File: config.mk
export PLATFORM = sky130hd
export DESIGN_NAME = char_lcd_nibble_sequencer
export DESIGN_NICKNAME = d
export VERILOG_FILES = /design/src/rtl/clns_pkg.sv /design/src/rtl/char_lcd_nibble_sequencer.sv /design/src/rtl/clns_front.sv /design/src/rtl/clns_fifo.sv /design/src/rtl/clns_back.sv
export SDC_FILE = /design/constraint.sdc
export NUM_CORES = 1
export LEC_CHECK = 0
export BUFFER_PORTS_ARGS = -buffer_cell sky130_fd_sc_hd__buf_4
export CAP_MARGIN = 20
export CORE_UTILIZATION = 37
export CTS_CLUSTER_SIZE = 14
export DETAILED_ROUTE_END_ITERATION = 10
export GPL_TIMING_DRIVEN = 0
export PLACE_DENSITY = 0.6
export SYNTH_ARGS = -nofsm -noshare
export SYNTH_HDL_FRONTEND = slang
export SYNTH_SLANG_ARGS = --single-unit
File: constraint.sdc
create_clock -name clk -period 5.67 [get_ports clk]
set_clock_uncertainty 0.15 [all_clocks]
set_input_delay 1.134 -clock clk [delete_from_list [all_inputs] [get_ports clk]]
set_output_delay 1.134 -clock clk [all_outputs]
set_load 0.02 [all_outputs]
File: src/rtl/clns_pkg.sv
// Shared types, constants and helper functions for the character-LCD nibble sequencer.
// Depends on nothing; every other file of the block imports it.
package clns_pkg;

  // Field widths and sizes.
  localparam int NUMBER_W    = 32;
  localparam int MAX_DIGITS  = 10;
  localparam int BCD_DIGITS  = 10;
  localparam int EMIT_DIGITS = (MAX_DIGITS < BCD_DIGITS) ? MAX_DIGITS : BCD_DIGITS;
  localparam int DIGIT_IDX_W = $clog2(BCD_DIGITS);
  localparam int STEP_W      = $clog2(NUMBER_W);
  localparam int FIFO_DEPTH  = 4;
  localparam int FIFO_PTR_W  = $clog2(FIFO_DEPTH);

  // Bus constants.
  localparam logic [7:0] SET_ADDR_OPCODE = 8'h80;
  localparam logic [7:0] SECOND_ROW_BASE = 8'h40;
  localparam logic [7:0] FIRST_ROW_BASE  = 8'h00;
  localparam logic [7:0] ASCII_ZERO      = 8'h30;

  // Configuration register indexes.
  localparam logic CFG_LINE_COUNT   = 1'b0;
  localparam logic CFG_COLUMN_COUNT = 1'b1;

  typedef enum logic [1:0] {
    OP_COMMAND = 2'd0,
    OP_DATA    = 2'd1,
    OP_CURSOR  = 2'd2,
    OP_NUMBER  = 2'd3
  } clns_op_t;

  // One byte queued for the bus, with its register select and end marker.
  typedef struct packed {
    logic [7:0] value;
    logic       rs;
    logic       last;
  } clns_entry_t;

  // Set-address command for a cursor position, row clamped to the line count.
  function automatic logic [7:0] cursor_address(input logic [5:0] col,
                                                input logic [1:0] row,
                                                input logic [2:0] line_cnt,
                                                input logic [5:0] col_cnt);
    logic [2:0] lines;
    logic [1:0] r;
    logic [7:0] off;
    lines = (line_cnt == 3'd0) ? 3'd1 : line_cnt;
    r     = row;
    if ({1'b0, row} >= lines) begin
      r = 2'(lines - 3'd1);
    end
    case (r)
      2'd0:    off = FIRST_ROW_BASE;
      2'd1:    off = SECOND_ROW_BASE;
      2'd2:    off = FIRST_ROW_BASE + {2'b00, col_cnt};
      default: off = SECOND_ROW_BASE + {2'b00, col_cnt};
    endcase
    return SET_ADDR_OPCODE | ({2'b00, col} + off);
  endfunction

endpackage

File: src/rtl/char_lcd_nibble_sequencer.sv
// Top level of the character-LCD nibble sequencer: configuration registers and glue.
// Depends on clns_pkg, clns_front, clns_fifo and clns_back.
//
//  Channel  | Handshake               | Payload
//  ---------+-------------------------+---------------------------------------------
//  request  | start / busy            | in_op, in_byte_value, in_column, in_row,
//           |                         | in_number
//  result   | out_strobe (one cycle)  | out_nibble, out_register_select, out_last
//  config   | cfg_valid / cfg_ready   | cfg_index, cfg_data
//
// A command, data or cursor request gives two transfers; each byte passes through the queue,
// the back end's byte register and the output registers, and busy drops with the last one.
// A number request passes through the binary to BCD converter, then a step finding the
// leading digit, then two transfers per digit: up to twenty transfers for ten digits.
// Synchronous active-low reset returns line_count to 2 and column_count to 16.
// The receiver cannot stall; results flow through a four-entry byte queue.
module char_lcd_nibble_sequencer (
  input  logic        clk,
  input  logic        rst_n,
  input  logic        start,
  output logic        busy,
  input  logic [1:0]  in_op,
  input  logic [7:0]  in_byte_value,
  input  logic [5:0]  in_column,
  input  logic [1:0]  in_row,
  input  logic [31:0] in_number,
  output logic        out_strobe,
  output logic [3:0]  out_nibble,
  output logic        out_register_select,
  output logic        out_last,
  input  logic        cfg_valid,
  output logic        cfg_ready,
  input  logic        cfg_index,
  input  logic [5:0]  cfg_data
);
  import clns_pkg::*;

  logic [2:0]  line_count_r;
  logic [5:0]  column_count_r;
  logic        accept;
  logic        front_busy;
  logic        push;
  clns_entry_t push_entry;
  logic        fifo_full;
  logic        fifo_empty;
  logic        pop;
  clns_entry_t pop_entry;
  logic        back_active;

  // Configuration transactions are always taken.
  assign cfg_ready = 1'b1;

  always_ff @(posedge clk) begin
    if (!rst_n) begin
      line_count_r   <= 3'd2;
      column_count_r <= 6'd16;
    end else if (cfg_valid && cfg_ready) begin
      case (cfg_index)
        CFG_LINE_COUNT:   line_count_r   <= cfg_data[2:0];
        CFG_COLUMN_COUNT: column_count_r <= cfg_data;
        default:          line_count_r   <= line_count_r;
      endcase
    end
  end

  // Busy until every byte of the current request has left the back end.
  assign busy   = front_busy || !fifo_empty || back_active;
  assign accept = start && !busy;

  clns_front u_front (
    .clk          (clk),
    .rst_n        (rst_n),
    .accept       (accept),
    .op           (in_op),
    .byte_value   (in_byte_value),
    .column       (in_column),
    .row          (in_row),
    .number       (in_number),
    .line_count   (line_count_r),
    .column_count (column_count_r),
    .fifo_full    (fifo_full),
    .push         (push),
    .push_entry   (push_entry),
    .front_busy   (front_busy)
  );

  clns_fifo u_fifo (
    .clk        (clk),
    .rst_n      (rst_n),
    .push       (push),
    .push_entry (push_entry),
    .full       (fifo_full),
    .pop        (pop),
    .pop_entry  (pop_entry),
    .empty      (fifo_empty)
  );

  clns_back u_back (
    .clk                 (clk),
    .rst_n               (rst_n),
    .fifo_empty          (fifo_empty),
    .fifo_entry          (pop_entry),
    .pop                 (pop),
    .active              (back_active),
    .out_strobe          (out_strobe),
    .out_nibble          (out_nibble),
    .out_register_select (out_register_select),
    .out_last            (out_last)
  );

  // A transfer that does not end its request means the request is still in progress.
  a_busy_mid_request: assert property (@(posedge clk) disable iff (!rst_n)
    (out_strobe && !out_last) |-> busy)
    else $error("busy low while a request still has transfers to send");

  // Nothing is in flight when a request is accepted, so no transfer follows at once.
  a_no_stray_transfer: assert property (@(posedge clk) disable iff (!rst_n)
    accept |=> !out_strobe)
    else $error("transfer appeared right after a request was accepted");

  // The front end never writes into a full queue.
  a_no_overflow: assert property (@(posedge clk) disable iff (!rst_n)
    push |-> !fifo_full)
    else $error("byte queue written while full");

endmodule

File: src/rtl/clns_front.sv
// Front end: accepts requests, classifies them and queues bus bytes.
// Numbers go through a shift-and-add-3 binary to BCD converter. Uses clns_pkg.
module clns_front (
  input  logic                 clk,
  input  logic                 rst_n,
  input  logic                 accept,
  input  logic [1:0]           op,
  input  logic [7:0]           byte_value,
  input  logic [5:0]           column,
  input  logic [1:0]           row,
  input  logic [31:0]          number,
  input  logic [2:0]           line_count,
  input  logic [5:0]           column_count,
  input  logic                 fifo_full,
  output logic                 push,
  output clns_pkg::clns_entry_t push_entry,
  output logic                 front_busy
);
  import clns_pkg::*;

  typedef enum logic [1:0] {F_IDLE, F_CONV, F_SCAN, F_EMIT} front_state_t;

  front_state_t                  state_r;
  logic [BCD_DIGITS-1:0][3:0]    bcd_r;
  logic [NUMBER_W-1:0]           bin_r;
  logic [STEP_W-1:0]             step_r;
  logic [DIGIT_IDX_W-1:0]        idx_r;

  logic [BCD_DIGITS-1:0][3:0]    adj;
  logic [4*BCD_DIGITS-1:0]       adj_flat;
  logic [BCD_DIGITS-1:0][3:0]    bcd_nxt;
  logic [NUMBER_W-1:0]           bin_nxt;
  logic [DIGIT_IDX_W-1:0]        scan_idx;
  clns_op_t                      op_t;

  assign op_t = clns_op_t'(op);

  // One conversion step: correct every digit of five or more, then shift left.
  always_comb begin
    for (int i = 0; i < BCD_DIGITS; i++) begin
      adj[i] = (bcd_r[i] >= 4'd5) ? (bcd_r[i] + 4'd3) : bcd_r[i];
    end
    adj_flat = adj;
    bcd_nxt  = {adj_flat[4*BCD_DIGITS-2:0], bin_r[NUMBER_W-1]};
    bin_nxt  = {bin_r[NUMBER_W-2:0], 1'b0};
  end

  // Highest significant digit, at least the units digit, capped to the printed width.
  always_comb begin
    scan_idx = '0;
    for (int i = 1; i < BCD_DIGITS; i++) begin
      if (bcd_r[i] != 4'd0) begin
        scan_idx = DIGIT_IDX_W'(i);
      end
    end
    if (scan_idx > DIGIT_IDX_W'(EMIT_DIGITS - 1)) begin
      scan_idx = DIGIT_IDX_W'(EMIT_DIGITS - 1);
    end
  end

  // Queue writes: single bytes straight from the request, digits from the converter.
  always_comb begin
    push       = 1'b0;
    push_entry = '0;
    case (state_r)
      F_IDLE: begin
        if (accept && (op_t != OP_NUMBER)) begin
          push            = 1'b1;
          push_entry.last = 1'b1;
          case (op_t)
            OP_COMMAND: begin
              push_entry.value = byte_value;
              push_entry.rs    = 1'b0;
            end
            OP_DATA: begin
              push_entry.value = byte_value;
              push_entry.rs    = 1'b1;
            end
            default: begin
              push_entry.value = cursor_address(column, row, line_count, column_count);
              push_entry.rs    = 1'b0;
            end
          endcase
        end
      end
      F_EMIT: begin
        push             = !fifo_full;
        push_entry.value = ASCII_ZERO + {4'b0000, bcd_r[idx_r]};
        push_entry.rs    = 1'b1;
        push_entry.last  = (idx_r == '0);
      end
      default: begin
        push = 1'b0;
      end
    endcase
  end

  // Sequencer for number requests.
  always_ff @(posedge clk) begin
    if (!rst_n) begin
      state_r <= F_IDLE;
    end else begin
      case (state_r)
        F_IDLE: begin
          if (accept && (op_t == OP_NUMBER)) begin
            bin_r   <= number;
            bcd_r   <= '0;
            step_r  <= '0;
            state_r <= F_CONV;
          end
        end
        F_CONV: begin
          bcd_r  <= bcd_nxt;
          bin_r  <= bin_nxt;
          step_r <= step_r + 1'b1;
          if (step_r == STEP_W'(NUMBER_W - 1)) begin
            state_r <= F_SCAN;
          end
        end
        F_SCAN: begin
          idx_r   <= scan_idx;
          state_r <= F_EMIT;
        end
        F_EMIT: begin
          if (!fifo_full) begin
            if (idx_r == '0) begin
              state_r <= F_IDLE;
            end else begin
              idx_r <= idx_r - 1'b1;
            end
          end
        end
        default: begin
          state_r <= F_IDLE;
        end
      endcase
    end
  end

  assign front_busy = (state_r != F_IDLE);

endmodule

File: src/rtl/clns_fifo.sv
// Short byte queue between the front end and the bus sequencer.
// Uses clns_pkg for the entry type and depth.
module clns_fifo (
  input  logic                  clk,
  input  logic                  rst_n,
  input  logic                  push,
  input  clns_pkg::clns_entry_t push_entry,
  output logic                  full,
  input  logic                  pop,
  output clns_pkg::clns_entry_t pop_entry,
  output logic                  empty
);
  import clns_pkg::*;

  clns_entry_t             mem_r [FIFO_DEPTH];
  logic [FIFO_PTR_W-1:0]   wr_ptr_r;
  logic [FIFO_PTR_W-1:0]   rd_ptr_r;
  logic [FIFO_PTR_W:0]     count_r;
  logic                    do_push;
  logic                    do_pop;

  assign full    = (count_r == (FIFO_PTR_W+1)'(FIFO_DEPTH));
  assign empty   = (count_r == '0);
  assign do_push = push && !full;
  assign do_pop  = pop && !empty;

  // Storage is written at the tail only.
  always_ff @(posedge clk) begin
    if (do_push) begin
      mem_r[wr_ptr_r] <= push_entry;
    end
  end

  assign pop_entry = mem_r[rd_ptr_r];

  // Pointers and fill count.
  always_ff @(posedge clk) begin
    if (!rst_n) begin
      wr_ptr_r <= '0;
      rd_ptr_r <= '0;
      count_r  <= '0;
    end else begin
      if (do_push) begin
        wr_ptr_r <= wr_ptr_r + 1'b1;
      end
      if (do_pop) begin
        rd_ptr_r <= rd_ptr_r + 1'b1;
      end
      if (do_push && !do_pop) begin
        count_r <= count_r + 1'b1;
      end else if (do_pop && !do_push) begin
        count_r <= count_r - 1'b1;
      end
    end
  end

endmodule

File: src/rtl/clns_back.sv
// Back end: splits each queued byte into two bus transfers, high nibble first.
// Uses clns_pkg for the entry type.
module clns_back (
  input  logic                  clk,
  input  logic                  rst_n,
  input  logic                  fifo_empty,
  input  clns_pkg::clns_entry_t fifo_entry,
  output logic                  pop,
  output logic                  active,
  output logic                  out_strobe,
  output logic [3:0]            out_nibble,
  output logic                  out_register_select,
  output logic                  out_last
);
  import clns_pkg::*;

  logic        active_r;
  logic        phase_r;
  clns_entry_t cur_r;
  logic        strobe_r;
  logic [3:0]  nibble_r;
  logic        rs_r;
  logic        last_r;

  // A new byte is taken when nothing is in flight or the low nibble goes out now.
  assign pop = !fifo_empty && (!active_r || phase_r);

  always_ff @(posedge clk) begin
    if (!rst_n) begin
      active_r <= 1'b0;
      phase_r  <= 1'b0;
      strobe_r <= 1'b0;
    end else begin
      strobe_r <= active_r;
      if (active_r) begin
        nibble_r <= phase_r ? cur_r.value[3:0] : cur_r.value[7:4];
        rs_r     <= cur_r.rs;
        last_r   <= phase_r && cur_r.last;
      end
      if (pop) begin
        cur_r    <= fifo_entry;
        active_r <= 1'b1;
        phase_r  <= 1'b0;
      end else if (active_r) begin
        if (phase_r) begin
          active_r <= 1'b0;
        end
        phase_r <= !phase_r;
      end
    end
  end

  assign active              = active_r;
  assign out_strobe          = strobe_r;
  assign out_nibble          = nibble_r;
  assign out_register_select = rs_r;
  assign out_last            = last_r;

endmodule
==> flow_summary.yaml <==
run_status:
  status: "finished clean"
sta:
  fin_crit_ns: 4.222
  relSlewSlack_pct: 48.01
  final-max-slew-violation-count: 0
  final.hold.worst_slack_ns: 0.2770
  worstMarginPinSlew_ns: 0.7780
  maximum_frequency_from_static_timing_analysis_mhz: 236.9
  finalSetupViolCount: 0
  postLayoutSetupSlackWorst_ns: 1.448
  finalCritPeriodShare_pct: 74.46
  grt_setup_unrepaired: "no"
  timing_hold_violations_final: 0
power:
  irDropWorstVdd_uv: 173.3
  p_leak_uw: 0.003582
  power_switching_uw: 1234
  power.density_nw_per_um2: 405.5
  clock_network_fraction_of_design_power_pct: 27.8
  report.power.total_uw: 3940
  sequential_power_share_pct: 43.3
  comb_power_share_pct: 28.9
  power.internal_uw: 2706
  sw_frac_of_total_pct: 31.33
setup_path:
  cp_max_fo: 6
  r2r-start: "line_count_r[0]$_SDFFE_PN0P_"
  cp.required_ns: 5.67
  worst-setup-path-type: "primary input to register"
  critical_path.endpoint_type: "register"
  reg2reg_to: "u_fifo.mem_r[1][8]$_DFFE_PP_"
  timing.critical_path.arrival_ns: 4.22
  reg2reg_setup_slack_ns: 1.75
  start_kind: "primary input"
  timing.reg2reg.worst_path_depth: 15
yosys:
  count_of_flip_flops_with_a_built_in_enable_after_synthesis: 137
  synth-async-reset-ratio_pct: 0
  synth_cell_type_count: 52
  ffs_latches_synth: 158
  synth_largest_area_cell: "sky130_fd_sc_hd__edfxtp_1"
  synthesis.instances: 659
  commonest_register_cell_after_synthesis: "sky130_fd_sc_hd__edfxtp_1"
  synth.yosys.seq_area_share_pct: 54.91
  synth.net_count: 765
  ys_warn_count: 0
  post_synth_main_area_contributors: "sky130_fd_sc_hd__edfxtp_1 (50%), sky130_fd_sc_hd__ha_1 (6.5%), sky130_fd_sc_hd__dfxtp_1 (5.1%), sky130_fd_sc_hd__mux4_2 (4.9%), sky130_fd_sc_hd__mux2_2 (4.8%)"
  syn-mean-instance-area_um2: 12.53
  syn_area_um2: 8258
  synth_top_area_share_pct: 49.82
clock_network:
  tritoncts_clock_tree: "yes"
  cts.path.max_buffers: 2
  tritoncts.num_buffers: 17
  postCtsHoldBufs: 0
  worstSkewPairLatency_ns: 0.43
  cts_post_setup_buffers_inserted: 0
  cts_root_buf: "sky130_fd_sc_hd__clkbuf_16"
  cts-htree-levels: 4
  clock-sinks: 158
  ctsResizeCount: 0
  path_clk_slew_ns: 0.06
min_path:
  hold_depth: 0
  hold_end: "u_back.out_register_select$_DFFE_PP_"
  holdCritStartpoint: "u_back.cur_r[1]$_DFFE_PP_"
  hold_path_class: "register to register"
detailed_routing:
  wl_per_cell_um: 15.83
  drt_initial_violations: 294
  drt-vias-per-instance: 5.024
  number_of_iterations_in_the_first_detailed_routing_pass: 4
  drc: 0
  postRouteWirelength_mm: 16.43
  antenna_violating_nets_post_route: 0
  detailroute.via_count: 5215
global_routing:
  number_of_global_route_vias_before_repair: 5227
  grt_max_degree: 36
  grt.overflow.total: 0
  number_of_antenna_violations_at_the_first_check_in_global_routing: 0
  wire_length_of_the_first_global_routing_pass_mm: 26.59
  overall_global_routing_usage_pct: 15.32
layout:
  fillers: 1984
  post_route_cells_drive_above_1_share_pct: 21.90
  fin_nets: 852
  area_growth_syn_to_layout_pct: 17.68
  antenna_cells_inserted: 0
  finalCoreUtilization_pct: 44.53
placement:
  post-dp-hpwl_mm: 11.99
  place.port_buffers: 66
  placer_congestion_estimate: 0.8008
  place_ws_ns: 0.9680
floorplanning:
  initial_standard_cell_utilization_of_the_core_pct: 37.84
  die_h_um: 151.4
  rows: 54
  pin_count: 70
  fp.dieArea_um2: 22920
  x_dimension_of_the_die_um: 151.4
  core_area_um2: 21820
job:
  max_cap_viol_count: 0
cell type report:
| class | count | area (um^2) | share of cell area, % |
|---|---|---|---|
| repair buffers | 68 | 543.0 | 5.588 |
| plain buffers | 26 | 120.1 | 1.236 |
| flip-flops and latches | 158 | 4534 | 46.66 |
| clock buffers | 17 | 425.4 | 4.377 |
| multi-input cells | 438 | 3472 | 35.73 |
| well taps | 280 | 350.3 | 3.605 |
| inverters | 37 | 138.9 | 1.429 |
| clock inverters | 14 | 133.9 | 1.378 |
sequential cells by signal, summed over array words and instances, names as in the netlist, 4 cells and up:
name / flops
column_count_r: 6
u_back.cur_r: 10
u_back.out_nibble: 4
u_fifo.mem_r: 40
u_front.bcd_r: 40
u_front.bin_r: 32
u_front.idx_r: 4
u_front.step_r: 5
routing by layer:
metal	vias to the layer above	wire (um)	part of all wire, %	global-route usage [%]
met2	85	8505	52	26.48
met4	0	126	0.77	4.900
met3	13	575	3.5	3.163
met5	-	0	0	0
met1	2567	7222	44	19.02
li1	2550	-	-	-
power by group through the flow:
stage	registers (uW)	logic (uW)	clock network, uW
after floorplan	1720	817	0
after global placement	1750	1070	0
after detailed placement	1730	1150	0
after CTS	1710	1160	1130
after global routing	1730	1280	1180
final	1710	1140	1100
cells in the final DEF, fill, tap and decap left out, types with 18 or more instances in the layout:
cell / n
sky130_fd_sc_hd__edfxtp_1: 137
sky130_fd_sc_hd__buf_4: 67
sky130_fd_sc_hd__nand2_1: 57
sky130_fd_sc_hd__ha_1: 43
sky130_fd_sc_hd__inv_1: 37
sky130_fd_sc_hd__mux2_2: 35
sky130_fd_sc_hd__and2_1: 32
sky130_fd_sc_hd__nor2_1: 28
sky130_fd_sc_hd__o21ai_0: 26
sky130_fd_sc_hd__dfxtp_1: 21
sky130_fd_sc_hd__a21boi_0: 20
sky130_fd_sc_hd__clkbuf_1: 19
sky130_fd_sc_hd__a21oi_1: 18
sky130_fd_sc_hd__mux4_2: 18
logic make-up (layout without fill, tap and decap cells):
kind of cell / Yosys count / count (layout) / share of synthesized area [%]
simple gates: 201 / 201 / 13.06
flops: 158 / 158 / 54.91
compound gates: 96 / 96 / 7.530
mux: 65 / 65 / 11.14
buf+inv: 63 / 162 / 3.136
fa+ha+maj: 45 / 45 / 7.000
xor+xnor: 30 / 30 / 3.182
other cells: 1 / 1 / 0.04541
per-stage QoR:
| stage | cells | instance area [um^2] | setup TNS, ns |
|---|---|---|---|
| final | 1038 | 9718 | 0 |
| after global routing | 1038 | 9718 | 0 |
| after CTS | 1038 | 9718 | 0 |
| after detailed placement | 1007 | 9159 | 0 |
| after global placement | 1005 | 9104 | -115.47 |
| after floorplan | 659 | 8258 | 0 |
worst max-delay path, cell delays in order:
cell	delay, ns
sky130_fd_sc_hd__buf_4	0.07
sky130_fd_sc_hd__inv_1	0.04
sky130_fd_sc_hd__ha_1	0.29
sky130_fd_sc_hd__nor3b_1	0.26
sky130_fd_sc_hd__a2111oi_0	0.11
sky130_fd_sc_hd__o21bai_1	0.25
sky130_fd_sc_hd__nor2b_1	0.15
sky130_fd_sc_hd__ha_1	0.17
sky130_fd_sc_hd__inv_1	0.06
sky130_fd_sc_hd__fa_1	0.37
sky130_fd_sc_hd__nor2b_1	0.21
sky130_fd_sc_hd__o31a_1	0.18
sky130_fd_sc_hd__o22ai_1	0.10
sky130_fd_sc_hd__xor2_1	0.16
sky130_fd_sc_hd__o31a_1	0.25
sky130_fd_sc_hd__nor3_1	0.42
worst max path at each step:
| stage | from | endpoint | slack, ns | cells past startpoint |
|---|---|---|---|---|
| detailed placement | in_row[0] | u_fifo.mem_r[1][8]$_DFFE_PP_ | 0.97 | 16 |
| finish | in_row[0] | u_fifo.mem_r[1][8]$_DFFE_PP_ | 1.45 | 16 |
| global route | in_row[0] | u_fifo.mem_r[3][8]$_DFFE_PP_ | 1.17 | 16 |
| floorplan | start | u_front.bcd_r[0]$_SDFFCE_PN0P_ | 0.26 | 3 |
| global placement | rst_n | u_front.bin_r[10]$_DFFE_PP_ | -1.50 | 4 |
| CTS | in_row[0] | u_fifo.mem_r[3][8]$_DFFE_PP_ | 1.40 | 16 |
cell usage after synthesis, types with 3 or more instances:
cell type,n
sky130_fd_sc_hd__a21oi_1,18
sky130_fd_sc_hd__clkbuf_1,19
sky130_fd_sc_hd__mux4_2,18
sky130_fd_sc_hd__and2_2,4
sky130_fd_sc_hd__nand2_1,57
sky130_fd_sc_hd__ha_1,43
sky130_fd_sc_hd__nand2b_1,16
sky130_fd_sc_hd__nand3_1,14
sky130_fd_sc_hd__a21o_1,3
sky130_fd_sc_hd__nand3b_1,3
sky130_fd_sc_hd__xor2_1,14
sky130_fd_sc_hd__mux2i_1,12
sky130_fd_sc_hd__nor3_1,5
sky130_fd_sc_hd__nor2b_1,17
sky130_fd_sc_hd__dfxtp_1,21
sky130_fd_sc_hd__mux2_2,35
sky130_fd_sc_hd__a21boi_0,20
sky130_fd_sc_hd__a22oi_1,3
sky130_fd_sc_hd__nor3b_1,15
sky130_fd_sc_hd__inv_1,37
sky130_fd_sc_hd__o22ai_1,5
sky130_fd_sc_hd__o21ai_0,26
sky130_fd_sc_hd__and2_1,32
sky130_fd_sc_hd__nor2_1,29
sky130_fd_sc_hd__buf_2,3
sky130_fd_sc_hd__a22o_1,3
sky130_fd_sc_hd__xnor2_1,16
sky130_fd_sc_hd__edfxtp_1,137
No activity file was read; power rests on OpenSTA's default activity.
